### config.mk
export PLATFORM = sky130hd
export DESIGN_NAME = radial_pattern_index_map
export DESIGN_NICKNAME = d
export VERILOG_FILES = /design/src/rpim_pkg.sv /design/src/radial_pattern_index_map.sv
export VERILOG_INCLUDE_DIRS = /design/src /design/src/src
export SDC_FILE = /design/constraint.sdc
export NUM_CORES = 1
export LEC_CHECK = 0
export ABC_AREA = 0
export BUFFER_PORTS_ARGS = -buffer_cell sky130_fd_sc_hd__buf_2
export CAP_MARGIN = 15
export CORE_MARGIN = 5
export CORE_UTILIZATION = 59
export DETAILED_ROUTE_END_ITERATION = 7
export PLACE_DENSITY = 0.81
export SETUP_SLACK_MARGIN = 0.02
export SYNTH_ARGS = -nofsm -noshare
export SYNTH_HDL_FRONTEND = slang
export SYNTH_SLANG_ARGS = --single-unit
### constraint.sdc
create_clock -name clk -period 17.3 [get_ports clk]
set_input_delay 3.46 -clock clk [delete_from_list [all_inputs] [get_ports clk]]
set_output_delay 3.46 -clock clk [all_outputs]
set_load 0.02 [all_outputs]
### src/radial_pattern_index_map_assert.svh
// ----------------------------------------------------------------------------
// radial_pattern_index_map_assert.svh
// Assertion macros used by the radial pattern index map RTL.
// ----------------------------------------------------------------------------
`ifndef RADIAL_PATTERN_INDEX_MAP_ASSERT_SVH
`define RADIAL_PATTERN_INDEX_MAP_ASSERT_SVH

// same-cycle implication, clocked on clk, off during reset
`define RPIM_ASSERT_NOW(lbl, ante, cons, msg) \
	lbl: assert property (@(posedge clk) disable iff (!arst_n) (ante) |-> (cons)) \
		else $error(msg);

// next-cycle implication
`define RPIM_ASSERT_NEXT(lbl, ante, cons, msg) \
	lbl: assert property (@(posedge clk) disable iff (!arst_n) (ante) |=> (cons)) \
		else $error(msg);

`endif

### src/rpim_pkg.sv
// ----------------------------------------------------------------------------
// rpim_pkg
// Widths, register codes and iteration helpers for the radial pattern map.
// ----------------------------------------------------------------------------
package rpim_pkg;

	localparam int COORD_BITS = 8;
	localparam int PORT_BITS  = 8;
	// coordinates used after masking to the smaller of COORD_BITS and PORT_BITS
	localparam int CW = (COORD_BITS < PORT_BITS) ? COORD_BITS : PORT_BITS;
	localparam int RES_BITS = 8;

	localparam int N_ITER_STG = 4;

	// divider: dividend |dy|*res, divisor |dx|
	localparam int QW    = CW + RES_BITS;
	localparam int DSTEP = (QW + N_ITER_STG - 1) / N_ITER_STG;
	localparam int QP    = DSTEP * N_ITER_STG;

	// square root: radicand up to 2*CW+1 bits, root up to CW+1 bits
	localparam int SQ_BITS = 2 * CW + 1;
	localparam int RB      = CW + 1;
	localparam int SSTEP   = (RB + N_ITER_STG - 1) / N_ITER_STG;
	localparam int RBP     = SSTEP * N_ITER_STG;

	localparam int WRAP_BITS = 16;
	localparam int QS_BITS   = (QP + 1 > WRAP_BITS) ? QP + 1 : WRAP_BITS;

	localparam logic [8:0] MOD_BASE = 9'd255;

	typedef enum logic [1:0] {
		REG_SPOKE_MODE = 2'd0,
		REG_CENTER_X   = 2'd1,
		REG_CENTER_Y   = 2'd2,
		REG_SPOKE_RES  = 2'd3
	} cfg_reg_t;

	typedef struct packed {
		logic [CW-1:0] rem;
		logic [QP-1:0] quo;
	} div_st_t;

	typedef struct packed {
		logic [RBP+1:0]   rem;
		logic [RBP-1:0]   root;
		logic [2*RBP-1:0] rad;
	} sqr_st_t;

	// DSTEP restoring division steps, dividend shifted out of quo MSB first
	function automatic div_st_t div_iter(div_st_t st, logic [CW-1:0] dv);
		div_st_t r;
		logic [CW:0] t;
		r = st;
		for (int i = 0; i < DSTEP; i++) begin
			t = {r.rem, r.quo[QP-1]};
			if (t >= {1'b0, dv}) begin
				t = t - {1'b0, dv};
				r.quo = {r.quo[QP-2:0], 1'b1};
			end else begin
				r.quo = {r.quo[QP-2:0], 1'b0};
			end
			r.rem = t[CW-1:0];
		end
		return r;
	endfunction

	// SSTEP digit-by-digit square root steps, two radicand bits each
	function automatic sqr_st_t sqr_iter(sqr_st_t st);
		sqr_st_t r;
		logic [RBP+3:0] t;
		logic [RBP+3:0] trial;
		r = st;
		for (int i = 0; i < SSTEP; i++) begin
			t     = {r.rem, r.rad[2*RBP-1 -: 2]};
			trial = (RBP+4)'({r.root, 2'b01});
			if (t >= trial) begin
				t = t - trial;
				r.root = {r.root[RBP-2:0], 1'b1};
			end else begin
				r.root = {r.root[RBP-2:0], 1'b0};
			end
			r.rem = t[RBP+1:0];
			r.rad = {r.rad[2*RBP-3:0], 2'b00};
		end
		return r;
	endfunction

endpackage

### src/radial_pattern_index_map.sv
// ----------------------------------------------------------------------------
// radial_pattern_index_map
// Pixel coordinate to palette index for ring or spoke patterns.
// ----------------------------------------------------------------------------
// Accepts one pixel per clock while in_stall is low and returns its palette index.
// The pipeline is nine register stages: offset from centre, multiplies, square
// sum, four stages of the shared-shape division / square-root iteration (each
// does DSTEP division and SSTEP root steps), sign wrap, and the mod-255 fold
// into the output register. A stall on the result side holds every stage, so
// the input stalls only while a finished result waits to be taken. The
// configuration port is always ready; write it only while the pipeline is empty.
`include "radial_pattern_index_map_assert.svh"

module radial_pattern_index_map
	import rpim_pkg::*;
(
	input  logic                 clk,
	input  logic                 arst_n,
	input  logic                 in_valid,
	output logic                 in_stall,
	input  logic [PORT_BITS-1:0] pixel_x,
	input  logic [PORT_BITS-1:0] pixel_y,
	output logic                 out_valid,
	input  logic                 out_stall,
	output logic [7:0]           color_index,
	input  logic                 cfg_valid,
	output logic                 cfg_ready,
	input  logic [1:0]           cfg_index,
	input  logic [7:0]           cfg_data
);

	logic                spoke_mode_q;
	logic [7:0]          center_x_q;
	logic [7:0]          center_y_q;
	logic [RES_BITS-1:0] spoke_res_q;

	assign cfg_ready = 1'b1;

	always_ff @(posedge clk or negedge arst_n) begin
		if (!arst_n) begin
			spoke_mode_q <= 1'b0;
			center_x_q   <= 8'd0;
			center_y_q   <= 8'd0;
			spoke_res_q  <= RES_BITS'(10);
		end else if (cfg_valid && cfg_ready) begin
			unique case (cfg_reg_t'(cfg_index))
				REG_SPOKE_MODE: spoke_mode_q <= cfg_data[0];
				REG_CENTER_X:   center_x_q   <= cfg_data;
				REG_CENTER_Y:   center_y_q   <= cfg_data;
				REG_SPOKE_RES:  spoke_res_q  <= cfg_data[RES_BITS-1:0];
				default: ;
			endcase
		end
	end

	// whole pipeline advances together unless the output transfer is held
	logic en;
	assign en       = !(out_valid && out_stall);
	assign in_stall = !en;

	logic valid_s1, valid_s2, valid_s3, valid_s4, valid_s5;
	logic valid_s6, valid_s7, valid_s8, valid_s9;

	always_ff @(posedge clk or negedge arst_n) begin
		if (!arst_n) begin
			valid_s1 <= 1'b0; valid_s2 <= 1'b0; valid_s3 <= 1'b0;
			valid_s4 <= 1'b0; valid_s5 <= 1'b0; valid_s6 <= 1'b0;
			valid_s7 <= 1'b0; valid_s8 <= 1'b0; valid_s9 <= 1'b0;
		end else if (en) begin
			valid_s1 <= in_valid;
			valid_s2 <= valid_s1; valid_s3 <= valid_s2; valid_s4 <= valid_s3;
			valid_s5 <= valid_s4; valid_s6 <= valid_s5; valid_s7 <= valid_s6;
			valid_s8 <= valid_s7; valid_s9 <= valid_s8;
		end
	end

	// ---- stage 1: offsets and magnitudes
	logic [CW:0]   dx_c, dy_c;
	logic [CW-1:0] ax_s1, ay_s1;
	logic          neg_s1, axis_s1, spoke_s1;
	logic [RES_BITS-1:0] res_s1;

	assign dx_c = {1'b0, pixel_x[CW-1:0]} - {1'b0, center_x_q[CW-1:0]};
	assign dy_c = {1'b0, pixel_y[CW-1:0]} - {1'b0, center_y_q[CW-1:0]};

	always_ff @(posedge clk) begin
		if (en) begin
			ax_s1    <= dx_c[CW] ? CW'(-dx_c) : dx_c[CW-1:0];
			ay_s1    <= dy_c[CW] ? CW'(-dy_c) : dy_c[CW-1:0];
			neg_s1   <= dx_c[CW] ^ dy_c[CW];
			axis_s1  <= (dx_c == '0) || (dy_c == '0);
			spoke_s1 <= spoke_mode_q;
			res_s1   <= spoke_res_q;
		end
	end

	// ---- stage 2: products
	logic [QW-1:0]   prod_s2;
	logic [2*CW-1:0] sqx_s2, sqy_s2;
	logic [CW-1:0]   ax_s2;
	logic            neg_s2, axis_s2, spoke_s2;

	always_ff @(posedge clk) begin
		if (en) begin
			prod_s2  <= QW'(ay_s1 * res_s1);
			sqx_s2   <= (2*CW)'(ax_s1 * ax_s1);
			sqy_s2   <= (2*CW)'(ay_s1 * ay_s1);
			ax_s2    <= ax_s1;
			neg_s2   <= neg_s1;
			axis_s2  <= axis_s1;
			spoke_s2 <= spoke_s1;
		end
	end

	// ---- stage 3: square sum, iteration set-up
	div_st_t       div_s3;
	sqr_st_t       sqr_s3;
	logic [CW-1:0] ax_s3;
	logic          neg_s3, axis_s3, spoke_s3;
	logic [SQ_BITS-1:0] sum_c;

	assign sum_c = {1'b0, sqx_s2} + {1'b0, sqy_s2};

	always_ff @(posedge clk) begin
		if (en) begin
			div_s3.rem  <= '0;
			div_s3.quo  <= QP'(prod_s2);
			sqr_s3.rem  <= '0;
			sqr_s3.root <= '0;
			sqr_s3.rad  <= (2*RBP)'(sum_c);
			ax_s3       <= ax_s2;
			neg_s3      <= neg_s2;
			axis_s3     <= axis_s2;
			spoke_s3    <= spoke_s2;
		end
	end

	// ---- stages 4 to 7: division and square root iterations
	div_st_t       div_s4, div_s5, div_s6, div_s7;
	sqr_st_t       sqr_s4, sqr_s5, sqr_s6, sqr_s7;
	logic [CW-1:0] ax_s4, ax_s5, ax_s6;
	logic          neg_s4, neg_s5, neg_s6, neg_s7;
	logic          axis_s4, axis_s5, axis_s6, axis_s7;
	logic          spoke_s4, spoke_s5, spoke_s6, spoke_s7;

	always_ff @(posedge clk) begin
		if (en) begin
			div_s4 <= div_iter(div_s3, ax_s3);
			sqr_s4 <= sqr_iter(sqr_s3);
			ax_s4  <= ax_s3;  neg_s4 <= neg_s3;  axis_s4 <= axis_s3;  spoke_s4 <= spoke_s3;

			div_s5 <= div_iter(div_s4, ax_s4);
			sqr_s5 <= sqr_iter(sqr_s4);
			ax_s5  <= ax_s4;  neg_s5 <= neg_s4;  axis_s5 <= axis_s4;  spoke_s5 <= spoke_s4;

			div_s6 <= div_iter(div_s5, ax_s5);
			sqr_s6 <= sqr_iter(sqr_s5);
			ax_s6  <= ax_s5;  neg_s6 <= neg_s5;  axis_s6 <= axis_s5;  spoke_s6 <= spoke_s5;

			div_s7 <= div_iter(div_s6, ax_s6);
			sqr_s7 <= sqr_iter(sqr_s6);
			neg_s7 <= neg_s6;  axis_s7 <= axis_s6;  spoke_s7 <= spoke_s6;
		end
	end

	// ---- stage 8: sign, 16-bit wrap, mode select
	logic [QS_BITS-1:0]   qs_c;
	logic [WRAP_BITS-1:0] wrap_s8;

	assign qs_c = neg_s7 ? QS_BITS'(-QS_BITS'(div_s7.quo)) : QS_BITS'(div_s7.quo);

	always_ff @(posedge clk) begin
		if (en) begin
			if (!spoke_s7)
				wrap_s8 <= WRAP_BITS'(sqr_s7.root);
			else if (axis_s7)
				wrap_s8 <= '0;
			else
				wrap_s8 <= qs_c[WRAP_BITS-1:0];
		end
	end

	// ---- stage 9: mod 255 via 256 == 1 fold, into the output register
	logic [8:0] fold_c, fold_sub_c;
	logic [7:0] color_index_s9;

	assign fold_c     = {1'b0, wrap_s8[15:8]} + {1'b0, wrap_s8[7:0]};
	assign fold_sub_c = (fold_c >= MOD_BASE) ? fold_c - MOD_BASE : fold_c;

	always_ff @(posedge clk) begin
		if (en)
			color_index_s9 <= (fold_sub_c == MOD_BASE) ? 8'd0 : fold_sub_c[7:0];
	end

	assign out_valid   = valid_s9;
	assign color_index = color_index_s9;

	`RPIM_ASSERT_NOW(a_index_range, out_valid, color_index != 8'd255, "index reached 255")
	`RPIM_ASSERT_NOW(a_stall_cause, in_stall, out_valid && out_stall, "input stalled without held result")
	`RPIM_ASSERT_NEXT(a_stage_hold, valid_s5 && in_stall, valid_s5, "held stage lost its item")
	`RPIM_ASSERT_NOW(a_out_source, $rose(out_valid), $past(valid_s8), "result without a source item")

endmodule
* Yosys cells after proc, flatten, opt, wreduce, memory -nomap -nowiden *
Cells that the tools add are included.

storage, ports and cells
  output and inout port bits = 11
  input port bits = 31
  bits in latches = 0
  memories = 0
  bits in read-only memories = 0
  bits in registers = 437
  memory bits (writable) = 0

operators by class
  equal/unequal tests = 4
  $add $sub $neg = 33
  bitwise operators = 2
  multiplexer cells = 98
  multipliers = 3
  divide/modulo/power cells = 0
  magnitude comparators = 28
  reductions and logical operators = 10
  shift operators = 0

operators by type and width
  cell                                                                                  count
  14-bit 2-to-1 mux                                                                     18
  8-bit 2-to-1 mux                                                                      29
  16-bit 2-to-1 mux                                                                     13
  16-bit by 14-bit greater-or-equal comparator with 1-bit output                        11
  14-bit subtractor                                                                     10
  9-bit by 8-bit greater-or-equal comparator with 1-bit output                          15
  12-bit 2-to-1 mux                                                                     10
  8-bit subtractor                                                                      14
  8-bit by 8-bit multiplier with 16-bit output                                          3
  1-bit 2-to-1 mux                                                                      27
  9-bit zero test                                                                       2
  8-bit by 8-bit subtractor with 9-bit output                                           2
  16-bit by 16-bit adder with 17-bit output                                             1
  16-bit negation                                                                       1
  8-bit negation                                                                        2
  8-bit by 8-bit adder with 9-bit output                                                1
  9-bit by 8-bit equality test with 1-bit output (second input constant)                1
  9-bit by 8-bit greater-or-equal comparator with 1-bit output (second input constant)  1
  9-bit 2-to-1 mux                                                                      1
  9-bit by 8-bit subtractor with 9-bit output (second input constant)                   1
  1-bit by 8-bit greater-or-equal comparator with 1-bit output                          1
  2-bit AND reduction                                                                   4
  1-bit by 8-bit subtractor with 8-bit output                                           1
  2-bit equality test (second input constant)                                           2
  7 further kinds                                                                       7

* Depth between registers and ports, before layout *
  depth in word-level cells = 11
  mapped depth = 47
  gate-level depth less buffers = 47

* Worst setup path before layout *
OpenSTA, ideal clock, no wires.

  path kind = in2out
  start = in out_stall
  end = out in_stall
  path slack = -1.336 ns
  data arrival time = 15.176 ns
  stages = 3
  path buffers = 1
  path through = nand2_1 clkbuf_1 inv_1

between the ends
  cells in the longest elaborated chain, start to end = 1

ends and longest elaborated chain
  what               RTL line                        RTL
  start, declared    radial_pattern_index_map.sv:24  input logic out_stall,
  1-bit logical AND  radial_pattern_index_map.sv:58  assign en = !(out_valid && out_stall);
  end, declared      radial_pattern_index_map.sv:20  output logic in_stall,

Every way passes these cells.

* Worst setup path in the final report *
  start = reg ax_s4[1]
  end = reg div_s5[19] (netlist bit), data pin

between the ends
  cells in the longest elaborated chain, start to end = 11
  elaborated cells on any way between the ends = 15

ends and longest elaborated chain
  what                                                                                              RTL line                         RTL
  start, declared                                                                                   radial_pattern_index_map.sv:141  logic [CW-1:0] ax_s4, ax_s5, ax_s6;
  start signal, assigned                                                                            radial_pattern_index_map.sv:150  ax_s4 <= ax_s3; neg_s4 <= neg_s3; axis_s4 <= axis_s3; spoke_s4 <= spoke_s3;
  8-bit subtractor or 9-bit by 8-bit greater-or-equal comparator with 1-bit output (tied branches)  rpim_pkg.sv:57, rpim_pkg.sv:56
  8-bit 2-to-1 mux                                                                                  rpim_pkg.sv:56                   if (t >= {1'b0, dv}) begin
  8-bit 2-to-1 mux                                                                                  radial_pattern_index_map.sv:147  if (en) begin
  8-bit subtractor or 9-bit by 8-bit greater-or-equal comparator with 1-bit output (tied branches)  rpim_pkg.sv:57, rpim_pkg.sv:56
  8-bit 2-to-1 mux                                                                                  rpim_pkg.sv:56
  8-bit 2-to-1 mux                                                                                  radial_pattern_index_map.sv:147
  8-bit subtractor or 9-bit by 8-bit greater-or-equal comparator with 1-bit output (tied branches)  rpim_pkg.sv:57, rpim_pkg.sv:56
  8-bit 2-to-1 mux                                                                                  rpim_pkg.sv:56
  8-bit 2-to-1 mux                                                                                  radial_pattern_index_map.sv:147
  9-bit by 8-bit greater-or-equal comparator with 1-bit output or 8-bit subtractor (tied branches)  rpim_pkg.sv:56, rpim_pkg.sv:57
  8-bit 2-to-1 mux *                                                                                rpim_pkg.sv:56
  end signal, assigned                                                                              radial_pattern_index_map.sv:152  div_s5 <= div_iter(div_s4, ax_s4);
  end, declared                                                                                     radial_pattern_index_map.sv:139  div_st_t div_s4, div_s5, div_s6, div_s7;

Every way passes the cells marked *; elsewhere a longest branch is shown, timed or not. The select of a mux whose other input is x is not followed.
A chain may end at the register's enable or synchronous reset.

==> results.md <==
* Clock root buffer master: clkbuf_16
* Row cnt at 80
* DIE AREA at 0.0531 sq mm
* RR Endpoint: div_s5[19]$_DFFE_PN_
* Worst setup SP type: flip-flop
* CTS Hold Bufs at 0
* TritonCTS clock tree: built
* Worst-Skew Late Latency at 560 ps
* Routability cong. at 0.935
* Count of mapped cells out of synthesis at 2679
* Filler cells at 3606
* Share of cells above drive strength 1 at 0.0835
* Max Cap Viol at 0
* Vias in the first global route at 19900
* Largest net degree at the start of global routing at 195
* Area Growth Syn to Fin at 8.26%
* Initial antenna violation count at 0
* CP most frequent cell: o21ai_0
* Number of flops mapped to enable cells by yosys at 356
* Antenna viol nets, final at 0
* Setup slack after layout at 7100 ps
* Final setup vio count at 0
* Post-synthesis xor/xnor area fraction at 0.0641
* Register area share after synthesis at 0.403
* Syn_area_per_cell at 10.7 sq um
* Slew Limit Fails at 0
* DRC viols at 0
* Nets at 3180
* Drt wl/cell at 16.8 um
* Fmax at 0.0980 GHz
* Clock skew at 24.8 ps
* Multi-input logic area at 0.0158 sq mm
* Post-DP Area at 0.0295 sq mm
* Number of vias per cell at 5.79
* Largest family of logic cells by synthesized area: adder cells
* Via count at 19600
* FF-to-FF Start: ax_s4[1]$_DFFE_PN_
* Kind of critical path: flip-flop to flip-flop
* Die X-Extent at 230 um
* Clk buf depth at 3
* CP max-delay cell: a221o_1
* Clock sink count at 390
* Arrival @ worst endpoint at 10510 ps
* Flops & latches, synth at 390
* RSZ-0062 raised after global routing: no
* CP required at 17610 ps
* Mux cell area share after synthesis at 0.0431
* Gr usage total at 0.214
* Setup_tns at 0 ps
* Min Tclk post-route at 10200 ps
* Commonest non-fill, non-tap cell in the layout: edfxtp_1
* Pre-CTS setup slack at 7230 ps
* H-tree Lvls at 2
* Reg2Reg Depth at 42
* Antenna fix cells at 0
* Util after Layout at 0.647
* Library cells used by synthesis at 83
* CP max stage delay at 500 ps
* Beginning of the worst hold path: div_s5[6]$_DFFE_PN_
* Starting Density at 0.598
* WHS Path Cells at 0
* Post-Syn Nets at 3126
* I/O Pins at 42
* Final Cycle Share at 0.590
* Top_reg_cell synth: edfxtp_1
* Compound-Gate Fraction of Synth Area at 0.114
* Drt total wl at 56700 um
* GRT overflow at 0
* Worst-path clk slew at 60 ps
* Worst slew pin tran at 1100 ps
* Final hold viol count at 0
* Core ar. at 0.0479 sq mm
* Commonest cells after routing, fill and taps aside: edfxtp_1, inv_1, ha_1, nand2_1, nor2_1
* CTS Buf Count at 44
* Die height at 230 um
* # port buffers at 40
* First-pass GRT wire length at 95600 um
* DRT iter0 DRCs at 1386
* PostCTS Resize Cnt at 0
* Ys async rst share at 0.0872
* FF+latch area at 0.0115 sq mm
* First drt pass iteration count at 6
* Slew Limit Headroom at 0.270
* Status: finished, final reports clean
* Fin area at 0.0310 sq mm
* Yosys warns at 0
* Post-CTS setup buffers at 0
* Hold crit path type: flip-flop to flip-flop
* Crit. End Element: flip-flop
* Simple-gate share of the synthesized area at 0.119
* Hold Crit Endpoint: div_s6[10]$_DFFE_PN_
* Hpwl dp at 43500 um
* Post-Syn Area at 0.0287 sq mm
* Post-synthesis adder-cell area fraction at 0.209
* Reg-to-reg setup timing slack at 7100 ps
* CP max FO at 13
## critical path, delay by kind of cell (launching register included)
family | cells | cell delay [ps]
mux | 1 | 410
flops | 1 | 480
simple gates | 8 | 1610
compound gates | 25 | 5620
fa+ha+maj | 4 | 1210
buf+inv | 4 | 620
## worst max-delay path by stage
stage                  startpoint              endpoint  slack, ps  cells past startpoint
2_1_floorplan           out_stall              in_stall       4810                      3
3_3_place_gp   ax_s4[1]$_DFFE_PN_  div_s5[17]$_DFFE_PN_       7440                     42
3_5_place_dp   ax_s4[1]$_DFFE_PN_  div_s5[19]$_DFFE_PN_       7230                     42
4_1_cts        ax_s4[1]$_DFFE_PN_  div_s5[19]$_DFFE_PN_       7180                     42
5_1_grt        ax_s4[1]$_DFFE_PN_  div_s5[19]$_DFFE_PN_       6190                     42
6_report       ax_s4[1]$_DFFE_PN_  div_s5[19]$_DFFE_PN_       7100                     42
## stage by stage
stage | hold WS [ps] | instances
floorplan | 400 | 2679
global placement | 400 | 3301
detailed placement | 405 | 3301
CTS | 414 | 3382
global route | 420 | 3383
finish | 405 | 3383
## state kept, by name, summed over array words and instances (netlist names), 17 cells and up
| name | cells |
|---|---|
| sqr_s4 | 17 |
| div_s4 | 24 |
| div_s6 | 24 |
| sqr_s3 | 17 |
| div_s5 | 24 |
| sqr_s5 | 29 |
| sqr_s6 | 26 |
## Yosys cell counts (19+ instances only)
cell type	n	area [sq um]
edfxtp_1	356	10700
inv_1	314	1180
ha_1	312	3900
nand2_1	183	687
nor2_1	161	604
a21oi_1	152	761
xnor2_1	151	1320
o21ai_0	114	571
fa_1	104	2080
and2_1	76	475
mux2_2	75	845
xor2_1	59	517
a21o_1	46	345
nor2b_1	44	275
nand3_1	40	200
nor3_1	39	195
dfrtp_1	32	801
clkbuf_1	31	116
o21a_1	31	233
nand2b_1	30	188
o21bai_1	30	225
mux2i_1	27	270
nand4_1	20	125
a21boi_0	19	143
## per-layer routing
layer | routed length (um) | vias up | global-route usage
met2 | 28400 | 458 | 0.382
met1 | 24700 | 9474 | 0.278
met4 | 1260 | 0 | 0.0615
met5 | 0 | - | 0
li1 | - | 9560 | -
met3 | 2310 | 91 | 0.0252
## cell families (layout without fill, tap and decap cells)
logic type / count (synthesis) / after routing
adders and majority gates: 416 / 416
buffers and inverters: 357 / 446
DFF: 390 / 390
AOI/OAI and AO/OA: 514 / 514
muxes: 112 / 112
xor gates and xnor gates: 210 / 210
other: 1 / 1
and+or+nand+nor: 679 / 679
## cell type report
| class | instances | area share |
|---|---|---|
| Clock buffer | 54 | 0.0384 |
| Clock inverter | 27 | 0.0102 |
| Inverter | 318 | 0.0385 |
| Multi-Input combinational cell | 1932 | 0.508 |
| Sequential cell | 390 | 0.372 |
| Tap cell | 615 | 0.0248 |
| Timing Repair Buffer | 47 | 0.00846 |
Power is not shown: default switching activity piles up to over one toggle a cycle in this logic, so the estimate is an artifact.
